--- config.mk ---
export PLATFORM = sky130hd
export DESIGN_NAME = stream_duplicate_filter_flat
export DESIGN_NICKNAME = d
export VERILOG_FILES = /design/src/sv/sdf_pkg.sv /design/src/sv/sdf_stream_if.sv /design/src/sv/sdf_ram.sv /design/src/sv/sdf_seq.sv /design/src/sv/stream_duplicate_filter.sv /design/src/flat_wrapper.sv
export SDC_FILE = /design/constraint.sdc
export NUM_CORES = 1
export LEC_CHECK = 0
export ABC_AREA = 0
export BUFFER_PORTS_ARGS = -buffer_cell sky130_fd_sc_hd__buf_4
export CORE_UTILIZATION = 55
export CTS_BUF_LIST = sky130_fd_sc_hd__clkbuf_8
export CTS_CLUSTER_SIZE = 10
export DETAILED_ROUTE_END_ITERATION = 6
export GPL_ROUTABILITY_DRIVEN = 0
export PLACE_DENSITY = 0.77
export SLEW_MARGIN = 40
export SYNTH_ARGS = -nofsm -noshare
export SYNTH_HDL_FRONTEND = slang
export SYNTH_SLANG_ARGS = --single-unit
--- constraint.sdc ---
create_clock -name clk -period 3.6 [get_ports clk]
set_clock_uncertainty 0.2 [all_clocks]
set_input_delay 0.18 -clock clk [delete_from_list [all_inputs] [get_ports clk]]
set_output_delay 0.18 -clock clk [all_outputs]
set_load 0.005 [all_outputs]
--- src/sv/sdf_pkg.sv ---
`timescale 1ns / 1ps
// shared types and constants of the stream duplicate filter
// no dependencies; used by every other file of the block but sdf_ram

package sdf_pkg;

	localparam int TableDepthDefault = 32;
	localparam int ValueW            = 32;
	localparam int DupW              = 16;
	localparam int UcountW           = 6;
	localparam int UcountMax         = 63;
	localparam logic [DupW-1:0] DupMax = '1;

	typedef struct packed {
		logic signed [ValueW-1:0] item_value;
		logic                     is_duplicate;
		logic                     table_full;
		logic [UcountW-1:0]       unique_count;
		logic [DupW-1:0]          dup_count;
	} sdf_result_t;

endpackage

--- src/sv/sdf_stream_if.sv ---
`timescale 1ns / 1ps
// valid/ready channels of the stream duplicate filter
// field widths come from sdf_pkg

interface sdf_in_if;
	logic                             valid;
	logic                             ready;
	logic signed [sdf_pkg::ValueW-1:0] value;
	logic                             first_item;

	modport source (output valid, output value, output first_item, input ready);
	modport sink (input valid, input value, input first_item, output ready);
endinterface

interface sdf_out_if;
	logic                              valid;
	logic                              ready;
	logic signed [sdf_pkg::ValueW-1:0] item_value;
	logic                              is_duplicate;
	logic                              table_full;
	logic [sdf_pkg::UcountW-1:0]       unique_count;
	logic [sdf_pkg::DupW-1:0]          dup_count;

	modport source (output valid, output item_value, output is_duplicate,
		output table_full, output unique_count, output dup_count, input ready);
	modport sink (input valid, input item_value, input is_duplicate,
		input table_full, input unique_count, input dup_count, output ready);
endinterface

--- src/sv/sdf_ram.sv ---
`timescale 1ns / 1ps
// generic single-write, single-read ram with registered read data
// no dependencies

module sdf_ram #(
	parameter int Width = 32,
	parameter int Depth = 32
) (
	input  logic                     clk,
	input  logic                     we,
	input  logic [$clog2(Depth)-1:0] waddr,
	input  logic [Width-1:0]         wdata,
	input  logic [$clog2(Depth)-1:0] raddr,
	output logic [Width-1:0]         rdata
);

	logic [Width-1:0] mem_q [Depth];

	always_ff @(posedge clk) begin
		if (we) begin
			mem_q[waddr] <= wdata;
		end
		rdata <= mem_q[raddr];
	end

endmodule

--- src/sv/sdf_seq.sv ---
`timescale 1ns / 1ps
// sequencer of the duplicate filter: scans the seen table one entry per cycle
// through a shared comparator, then stores, counts or flags full; uses sdf_pkg

module sdf_seq #(
	parameter int TABLE_DEPTH = sdf_pkg::TableDepthDefault
) (
	input  logic                               clk,
	input  logic                               arst_n,
	input  logic                               in_valid,
	input  logic signed [sdf_pkg::ValueW-1:0]  in_value,
	input  logic                               in_first,
	output logic                               in_ready,
	input  logic                               slot_free,
	output logic                               res_valid,
	output sdf_pkg::sdf_result_t               res,
	output logic                               ram_we,
	output logic [$clog2(TABLE_DEPTH)-1:0]     ram_waddr,
	output logic [sdf_pkg::ValueW-1:0]         ram_wdata,
	output logic [$clog2(TABLE_DEPTH)-1:0]     ram_raddr,
	input  logic [sdf_pkg::ValueW-1:0]         ram_rdata
);

	localparam int AW = $clog2(TABLE_DEPTH);
	localparam int CW = $clog2(TABLE_DEPTH + 1);

	typedef enum logic [2:0] {
		ST_IDLE   = 3'b001,
		ST_SCAN   = 3'b010,
		ST_FINISH = 3'b100
	} state_t;

	state_t                            state_q, state_d;
	logic signed [sdf_pkg::ValueW-1:0] value_q;
	logic [CW-1:0]                     cnt_q;
	logic [CW-1:0]                     ridx_q;
	logic [sdf_pkg::DupW-1:0]          dup_q;
	logic                              cmp_vld_q;
	logic                              hit_q;

	logic          hit_now;
	logic          issue;
	logic          scan_done;
	logic          accept;
	logic          emit;
	logic          is_full;
	logic [CW-1:0] cnt_new;
	logic [sdf_pkg::DupW-1:0] dup_new;

	assign accept    = in_valid && in_ready;
	assign in_ready  = (state_q == ST_IDLE);
	assign hit_now   = hit_q || (cmp_vld_q && (ram_rdata == value_q));
	assign issue     = (state_q == ST_SCAN) && !hit_now && (ridx_q != cnt_q);
	// last read must have been compared before leaving the scan
	assign scan_done = !issue && (hit_now || !cmp_vld_q);
	assign emit      = (state_q == ST_FINISH) && slot_free;
	assign is_full   = (cnt_q == CW'(TABLE_DEPTH));

	assign ram_raddr = ridx_q[AW-1:0];
	assign ram_waddr = cnt_q[AW-1:0];
	assign ram_wdata = value_q;
	assign ram_we    = emit && !hit_q && !is_full;

	always_comb begin
		cnt_new = cnt_q;
		dup_new = dup_q;
		if (hit_q) begin
			if (dup_q != sdf_pkg::DupMax) begin
				dup_new = dup_q + 1'b1;
			end
		end else if (!is_full) begin
			cnt_new = cnt_q + 1'b1;
		end
	end

	always_comb begin
		res.item_value   = value_q;
		res.is_duplicate = hit_q;
		res.table_full   = !hit_q && is_full;
		res.dup_count    = dup_new;
		if (32'(cnt_new) > 32'(sdf_pkg::UcountMax)) begin
			res.unique_count = sdf_pkg::UcountW'(sdf_pkg::UcountMax);
		end else begin
			res.unique_count = sdf_pkg::UcountW'(cnt_new);
		end
	end

	assign res_valid = emit;

	always_comb begin
		state_d = state_q;
		unique case (state_q)
			ST_IDLE: begin
				if (accept) state_d = ST_SCAN;
			end
			ST_SCAN: begin
				if (scan_done) state_d = ST_FINISH;
			end
			ST_FINISH: begin
				if (slot_free) state_d = ST_IDLE;
			end
			default: state_d = ST_IDLE;
		endcase
	end

	always_ff @(posedge clk or negedge arst_n) begin
		if (!arst_n) begin
			state_q   <= ST_IDLE;
			cnt_q     <= '0;
			dup_q     <= '0;
			ridx_q    <= '0;
			cmp_vld_q <= 1'b0;
			hit_q     <= 1'b0;
		end else begin
			state_q <= state_d;
			if (accept) begin
				// a new list empties the table before the lookup
				if (in_first) begin
					cnt_q <= '0;
					dup_q <= '0;
				end
				ridx_q    <= '0;
				cmp_vld_q <= 1'b0;
				hit_q     <= 1'b0;
			end else if (state_q == ST_SCAN) begin
				cmp_vld_q <= issue;
				hit_q     <= hit_now;
				if (issue) begin
					ridx_q <= ridx_q + 1'b1;
				end
			end else if (emit) begin
				cnt_q <= cnt_new;
				dup_q <= dup_new;
			end
		end
	end

	always_ff @(posedge clk) begin
		if (accept) begin
			value_q <= in_value;
		end
	end

endmodule

--- src/sv/stream_duplicate_filter.sv ---
`timescale 1ns / 1ps
// an item's result goes to the result register once the scan of the stored values of
// its list ends (early when a match is found) and the result register is free
// one item at a time: the next item is accepted only after the previous result is emitted;
// the result register lets the next item in while a result waits
// reset clears counts and control; table contents stay undefined, only entries
// below the stored count are read

module stream_duplicate_filter #(
	parameter int TABLE_DEPTH = sdf_pkg::TableDepthDefault
) (
	input logic    clk,
	input logic    arst_n,
	sdf_in_if.sink   din,
	sdf_out_if.source dout
);

	localparam int AW = $clog2(TABLE_DEPTH);

	logic                         slot_free;
	logic                         res_valid;
	sdf_pkg::sdf_result_t         res;
	logic                         ram_we;
	logic [AW-1:0]                ram_waddr;
	logic [sdf_pkg::ValueW-1:0]   ram_wdata;
	logic [AW-1:0]                ram_raddr;
	logic [sdf_pkg::ValueW-1:0]   ram_rdata;
	logic                         out_vld_q;
	sdf_pkg::sdf_result_t         out_res_q;

	sdf_seq #(
		.TABLE_DEPTH (TABLE_DEPTH)
	) u_seq (
		.clk       (clk),
		.arst_n    (arst_n),
		.in_valid  (din.valid),
		.in_value  (din.value),
		.in_first  (din.first_item),
		.in_ready  (din.ready),
		.slot_free (slot_free),
		.res_valid (res_valid),
		.res       (res),
		.ram_we    (ram_we),
		.ram_waddr (ram_waddr),
		.ram_wdata (ram_wdata),
		.ram_raddr (ram_raddr),
		.ram_rdata (ram_rdata)
	);

	sdf_ram #(
		.Width (sdf_pkg::ValueW),
		.Depth (TABLE_DEPTH)
	) u_seen (
		.clk   (clk),
		.we    (ram_we),
		.waddr (ram_waddr),
		.wdata (ram_wdata),
		.raddr (ram_raddr),
		.rdata (ram_rdata)
	);

	assign slot_free = !out_vld_q || dout.ready;

	always_ff @(posedge clk or negedge arst_n) begin
		if (!arst_n) begin
			out_vld_q <= 1'b0;
		end else if (res_valid) begin
			out_vld_q <= 1'b1;
		end else if (dout.ready) begin
			out_vld_q <= 1'b0;
		end
	end

	always_ff @(posedge clk) begin
		if (res_valid) begin
			out_res_q <= res;
		end
	end

	assign dout.valid        = out_vld_q;
	assign dout.item_value   = out_res_q.item_value;
	assign dout.is_duplicate = out_res_q.is_duplicate;
	assign dout.table_full   = out_res_q.table_full;
	assign dout.unique_count = out_res_q.unique_count;
	assign dout.dup_count    = out_res_q.dup_count;

endmodule

--- src/flat_wrapper.sv ---
// flat-port wrapper written by rule: the top's interface ports become plain ports
module stream_duplicate_filter_flat 
#(
	parameter int TABLE_DEPTH = sdf_pkg::TableDepthDefault
)
  (clk, arst_n, din_valid, din_value, din_first_item, din_ready, dout_valid, dout_item_value, dout_is_duplicate, dout_table_full, dout_unique_count, dout_dup_count, dout_ready);
  sdf_in_if din_i ();
  sdf_out_if dout_i ();
  input logic clk;
  input logic arst_n;
  input wire logic [$bits(din_i.valid)-1:0] din_valid;
  input wire logic [$bits(din_i.value)-1:0] din_value;
  input wire logic [$bits(din_i.first_item)-1:0] din_first_item;
  output wire logic [$bits(din_i.ready)-1:0] din_ready;
  output wire logic [$bits(dout_i.valid)-1:0] dout_valid;
  output wire logic [$bits(dout_i.item_value)-1:0] dout_item_value;
  output wire logic [$bits(dout_i.is_duplicate)-1:0] dout_is_duplicate;
  output wire logic [$bits(dout_i.table_full)-1:0] dout_table_full;
  output wire logic [$bits(dout_i.unique_count)-1:0] dout_unique_count;
  output wire logic [$bits(dout_i.dup_count)-1:0] dout_dup_count;
  input wire logic [$bits(dout_i.ready)-1:0] dout_ready;
  assign din_i.valid = din_valid;
  assign din_i.value = din_value;
  assign din_i.first_item = din_first_item;
  assign din_ready = din_i.ready;
  assign dout_valid = dout_i.valid;
  assign dout_item_value = dout_i.item_value;
  assign dout_is_duplicate = dout_i.is_duplicate;
  assign dout_table_full = dout_i.table_full;
  assign dout_unique_count = dout_i.unique_count;
  assign dout_dup_count = dout_i.dup_count;
  assign dout_i.ready = dout_ready;
  stream_duplicate_filter #(.TABLE_DEPTH(TABLE_DEPTH)) u_core (.clk(clk), .arst_n(arst_n), .din(din_i), .dout(dout_i));
endmodule
### Word level (Yosys, flattened, before mapping)

Memory sizes are Yosys's and may differ from the RTL's. A register that Yosys moved wholly into a read port is not among the register bits.
Index checks and enable logic that the tools add are counted.

* register bits after elaboration: 122
* bits in latches: 0
* memory bits (writable): 1024
* ROM bits: 0
* bits of input ports: 37
* output and inout bits: 58
* memories kept: 1

Memories
* u_core.u_seen.mem_q: depth 32, bits a word 32, rd ports 1, clocked after Yosys merged registers in 1, write ports 1, line sdf_ram.sv:17 `logic [Width-1:0] mem_q [Depth];`

* add/sub/neg operators: 3
* multipliers: 0
* divide/modulo/power cells: 0
* magnitude comparators: 0
* equal/unequal tests: 12
* shifts and indexed selects: 0
* muxes and demuxes: 27
* bitwise operators: 0
* reductions and logical operators: 25

Operator list (count)
* two-way mux 16 bit: 6
* two-way mux 6 bit: 9
* == test 32 bit: 1
* adder 16 x 1 -> 16 bit, second input constant: 1
* inequality test 16 bit, second input constant: 1
* adder 6 x 1 -> 6 bit, second input constant: 2
* logical AND 1 bit: 9
* two-way mux 3 bit: 3
* case mux 3 bit (3 select lines): 1
* two-way mux 1 bit: 8
* inequality test 2 bit, second input constant: 4
* nonzero test 2 bit: 4
* == test 6 bit, second input constant: 1
* logical NOT 1 bit: 6
* inequality test 6 bit: 1
* AND reduction 3 bit: 2
* == test 3 x 1 -> 1 bit, second input constant: 1
* == test 3 x 2 -> 1 bit, second input constant: 1
* == test 3 bit, second input constant: 1
* logical OR 1 bit: 3
* inequality test 2 x 1 -> 1 bit, second input constant: 1
* AND reduction 2 bit: 1

### Logic depth before layout (Yosys ltp)

* word-level depth: 10
* mapped depth: 8

### Modules after synthesis

Synthesis repeated with hierarchy kept, for this count alone.

* cells, all modules: 2672
* area, all modules: 45950.3 sq um

By module, submodules not included
* sdf_ram: times used 1, cells each 2260, area each 40485.1 sq um
* sdf_seq: times used 1, cells each 353, area each 3736.1 sq um
* stream_duplicate_filter: times used 1, cells each 59, area each 1729.2 sq um

### Least setup slack after synthesis

No wires, ideal clock.

* kind: register -> register
* start: reg u_core.u_seq.state_q[1]
* end: reg u_core.out_res_q, in the netlist u_core.dout.dup_count[0], enable pin
* arrival: 2898 ps
* setup slack: 60 ps
* stages on the path, launching flop included: 6
* path buffers: 2
* clock period less this slack: 3540 ps
* cell sequence: dfrtp_1 > or3b_1 > nand2b_1 > clkbuf_1 > inv_2 > clkbuf_1

* cells in the longest elaborated chain, start to end: 2

RTL lines
* from (decl): line sdf_seq.sv:33 `state_t state_q, state_d;`
* from (signal assigned): line sdf_seq.sv:115 `state_q <= state_d;`
* == test 3 bit: line sdf_seq.sv:56 `assign emit = (state_q == ST_FINISH) && slot_free;`
* logical AND 1 bit: line sdf_seq.sv:56
* named net u_core.res_valid: line stream_duplicate_filter.sv:21 `logic res_valid;`
* to (signal assigned): line stream_duplicate_filter.sv:76 `out_res_q <= res;`
* to (decl): line stream_duplicate_filter.sv:29 `sdf_pkg::sdf_result_t out_res_q;`

The timed path passes the listed nets, and every way through them passes these cells.
A chain may end at the register's enable or synchronous reset.

### Worst setup path after layout

* start: reg u_core.u_seq.cnt_q[0]
* end: mem u_core.u_seen.mem_q[23][16], enable pin

* cells in the longest elaborated chain, start to end: 5

RTL lines
* from (decl): line sdf_seq.sv:35 `logic [CW-1:0] cnt_q;`
* from (signal assigned): line sdf_seq.sv:132 `cnt_q <= cnt_new;`
* == test 6 bit: line sdf_seq.sv:57 `assign is_full = (cnt_q == CW'(TABLE_DEPTH));`
* logical NOT 1 bit
* logical AND 1 bit: line sdf_seq.sv:62 `assign ram_we = emit && !hit_q && !is_full;`
* two-way mux 1 bit: line sdf_ram.sv:20 `if (we) begin`
* two-way mux 1 bit (implied by the code): line sdf_ram.sv:21 `mem_q[waddr] <= wdata;`
* to (decl): line sdf_ram.sv:17

Parallel ways exist; a longest one is shown, timed or not.

==> flow_summary.json <==
{
  "slew_viol_final": 0,
  "worstPathRequired_ns": 3.85,
  "ys_seq_area_share_pct": 77.8,
  "startpoint_type": "flop",
  "outcome": "finished with violations",
  "synth_most_common_cell": "edfxtp_1",
  "drc": 1,
  "grt_pass1_vias": 23000,
  "multi_input_area_um2": 9560,
  "final-seq-area_um2": 34900,
  "place_ws_ns": 0.514,
  "htree_num_levels": 4,
  "via_count": 22500,
  "cpPeakStageDelay_ns": 0.48,
  "cpMostUsedCell": "buf_4",
  "tritoncts": "done",
  "synth_area_um2": 44800,
  "peakVddDrop_v": 0.000396,
  "ctsResizeCount": 0,
  "max_slew_margin_pct": 36.4,
  "yosysWarningCount": 0,
  "die_w_um": 287,
  "post-synth-top-area-cell": "edfxtp_1",
  "synth-edff-count": 1112,
  "antenna_found_initial": 3,
  "grt_pass1_wl_mm": 152,
  "period_needed_ns": 3.17,
  "initial_core_util_pct": 55.6,
  "setup_tns_ns": 0,
  "cp_max_fo": 21,
  "grt_util_all_layers_pct": 26.1,
  "drt_iter0_markers": 2939,
  "routed_via_density": 6.30,
  "clkTransAtPathRegs_ns": 0.07,
  "postSynthAreaPerCell_um2": 22.6,
  "path_buf_inv": 3,
  "nets": 2398,
  "yosysTopAreaCellShare_pct": 74.5,
  "hold_path_class": "input port to flop",
  "worstPathArrival_ns": 3.42,
  "tightest_slew_ns": 0.945,
  "path_cells": "inv_1, ha_1, and3_1, nor3_2, nand2_1, buf_4, nor2_4, buf_4",
  "global_route.overflow_total": 0,
  "timing.final.ws_setup_ns": 0.431,
  "io_buffers": 94,
  "numClockSinks": 1178,
  "critPathSlowestCell": "dfrtp_1",
  "synth_cell_types": 57,
  "placed_area_um2": 47900,
  "fmax_ghz": 0.316,
  "synth_top_cells_by_count": "edfxtp_1 (1112), mux4_2 (320), nand2_1 (122), nor2_1 (51), clkbuf_1 (50)",
  "fill_cells": 4986,
  "dp_hpwl_mm": 56.8,
  "critPathKind": "flop to flop",
  "ys_ff_latch": 1178,
  "synthToLayoutAreaGrowth_pct": 16.2,
  "power_density_nw_per_um2": 576,
  "drtPass1Iterations": 7,
  "p_leak_nw": 16.8,
  "std_cell_rows": 104,
  "setup_viol": 0,
  "wl_mm": 104,
  "crit_family": "simple AND/OR/NAND/NOR gates",
  "rsz0062_at_grt": "no",
  "synth_flop_cell": "edfxtp_1",
  "core-area_um2": 80500,
  "ant_nets": 0,
  "postSynthCellCount": 1984,
  "hold_buffers": 72,
  "clock_latency_ns": 0.85,
  "ys_async_sr_fraction_pct": 2.89,
  "critPathCaptureType": "flop",
  "root_buffer": "clkbuf_8",
  "fin_crit_sh_pct": 88.0,
  "synth_fp_nets": 2027,
  "cts_buffer_depth": 3,
  "power_mw": 30.0,
  "post-cts-setup-buffers": 0,
  "layout-drive-gt1-share_pct": 32.1,
  "drv_cap": 0,
  "io_pins": 95,
  "die_y_um": 287,
  "finalHoldViolations": 0,
  "cts-buffers-inserted": 180,
  "wl_per_cell_um": 29.3,
  "grt_start_max_net_pins": 67,
  "synth_area_leaders": "edfxtp_1 (75%), mux4_2 (16%), dfrtp_1 (1.8%)",
  "finalInstanceArea_um2": 52100,
  "violations": "design-rule violations",
  "die_area_um2": 82600
}
[report_power, final]
part	leakage, nW	internal, mW	total, mW	switching (mW)
Sequential	10.7	16.0	16.3	0.274
Clock	2.02	5.27	10.4	5.16
Combinational	4.05	1.40	3.34	1.95
[metrics by stage]
step           util [%]  instances  hold WS (ns)
3_3_place_gp       59.4       3157       -0.0484
3_5_place_dp       59.5       3160       -0.0337
5_1_grt            64.7       3566         0.116
4_1_cts            64.7       3564        0.0352
2_1_floorplan         -       1984        -0.316
6_report           64.7       3566         0.108
[metal layers]
layer	global-route usage (%)	vias up	wire length, um	part of all wire [%]
met5	0	-	0	0
met4	9.32	0	3090	3.0
met3	5.59	188	10400	10
met2	40.6	1454	50700	49
met1	36.9	11800	40200	39
li1	-	9042	-	-
[area by class of cell]
type	count	share of cell area, %
Inverter	17	0.125
Multi-Input combinational cell	693	18.4
Timing Repair Buffer	285	5.40
Antenna cell	1	0.00480
Tap cell	1060	2.55
Clock buffer	192	5.07
Clock inverter	140	1.51
Sequential cell	1178	67.0
[cell families (layout without fill, tap and decap cells)]
group | Yosys count | after routing | synth area share, %
AOI/OAI and AO/OA | 65 | 65 | 0.944
xor gates and xnor gates | 49 | 49 | 0.958
adders and majority gates | 6 | 6 | 0.168
buffers and inverters | 113 | 634 | 1.36
DFF | 1178 | 1178 | 77.8
muxes | 325 | 325 | 16.2
other | 0 | 1 | 0
and+or+nand+nor | 248 | 248 | 2.53
[layout by cell type (no fill, tap or decap), types with 5 or more instances in the layout]
master / instances
a21oi_1: 16
a22o_1: 6
and3_1: 5
buf_12: 38
buf_4: 172
clkbuf_8: 192
clkinv_1: 34
clkinv_2: 15
clkinv_8: 5
dfrtp_1: 28
dfxtp_1: 32
dlygate4sd3_1: 71
edfxtp_1: 1112
ha_1: 6
inv_1: 87
mux4_2: 320
nand2_1: 122
nand3_1: 13
nand4_1: 13
nor2_1: 19
nor2_4: 32
nor2b_1: 6
nor3_1: 6
nor4_1: 7
o21a_1: 6
o21ai_1: 16
xnor2_1: 31
xor2_1: 18
[path summary, 6_finish.rpt]
kind	slack (ns)	start	to	cells past startpoint
worst max-delay path	0.43	u_core.u_seq.cnt_q[0]	u_core.u_seen.mem_q[23][16]	8
worst min-delay path	0.11	dout_ready	u_core.u_seq.state_q[0]	6
worst max register to register	0.43	u_core.u_seq.cnt_q[0]	u_core.u_seen.mem_q[23][16]	8
worst min register to register	0.30	u_core.u_seq.state_q[0]	u_core.u_seq.state_q[0]	2
max in group asynchronous	2.76	arst_n	u_core.u_seq.state_q[0]	4
min in group asynchronous	0.19	arst_n	u_core.u_seq.dup_q[7]	4
[worst min-delay path: stages]
cell	delay [ns]
dlygate4sd3_1	0.53
buf_4	0.12
nor2b_1	0.04
nand2_1	0.06
mux2i_1	0.06
a21oi_1	0.13
[registers in the layout (all words and copies together) (netlist names), 16 cells and up]
signal and cells:
u_core.u_seen.mem_q 1024, u_core.dout.dup_count 16, u_core.u_seq.ram_wdata 32, u_core.u_seq.dup_q 16, u_core.dout.item_value 32, u_core.u_seen.rdata 32
No activity file was read; power rests on OpenSTA's default activity.
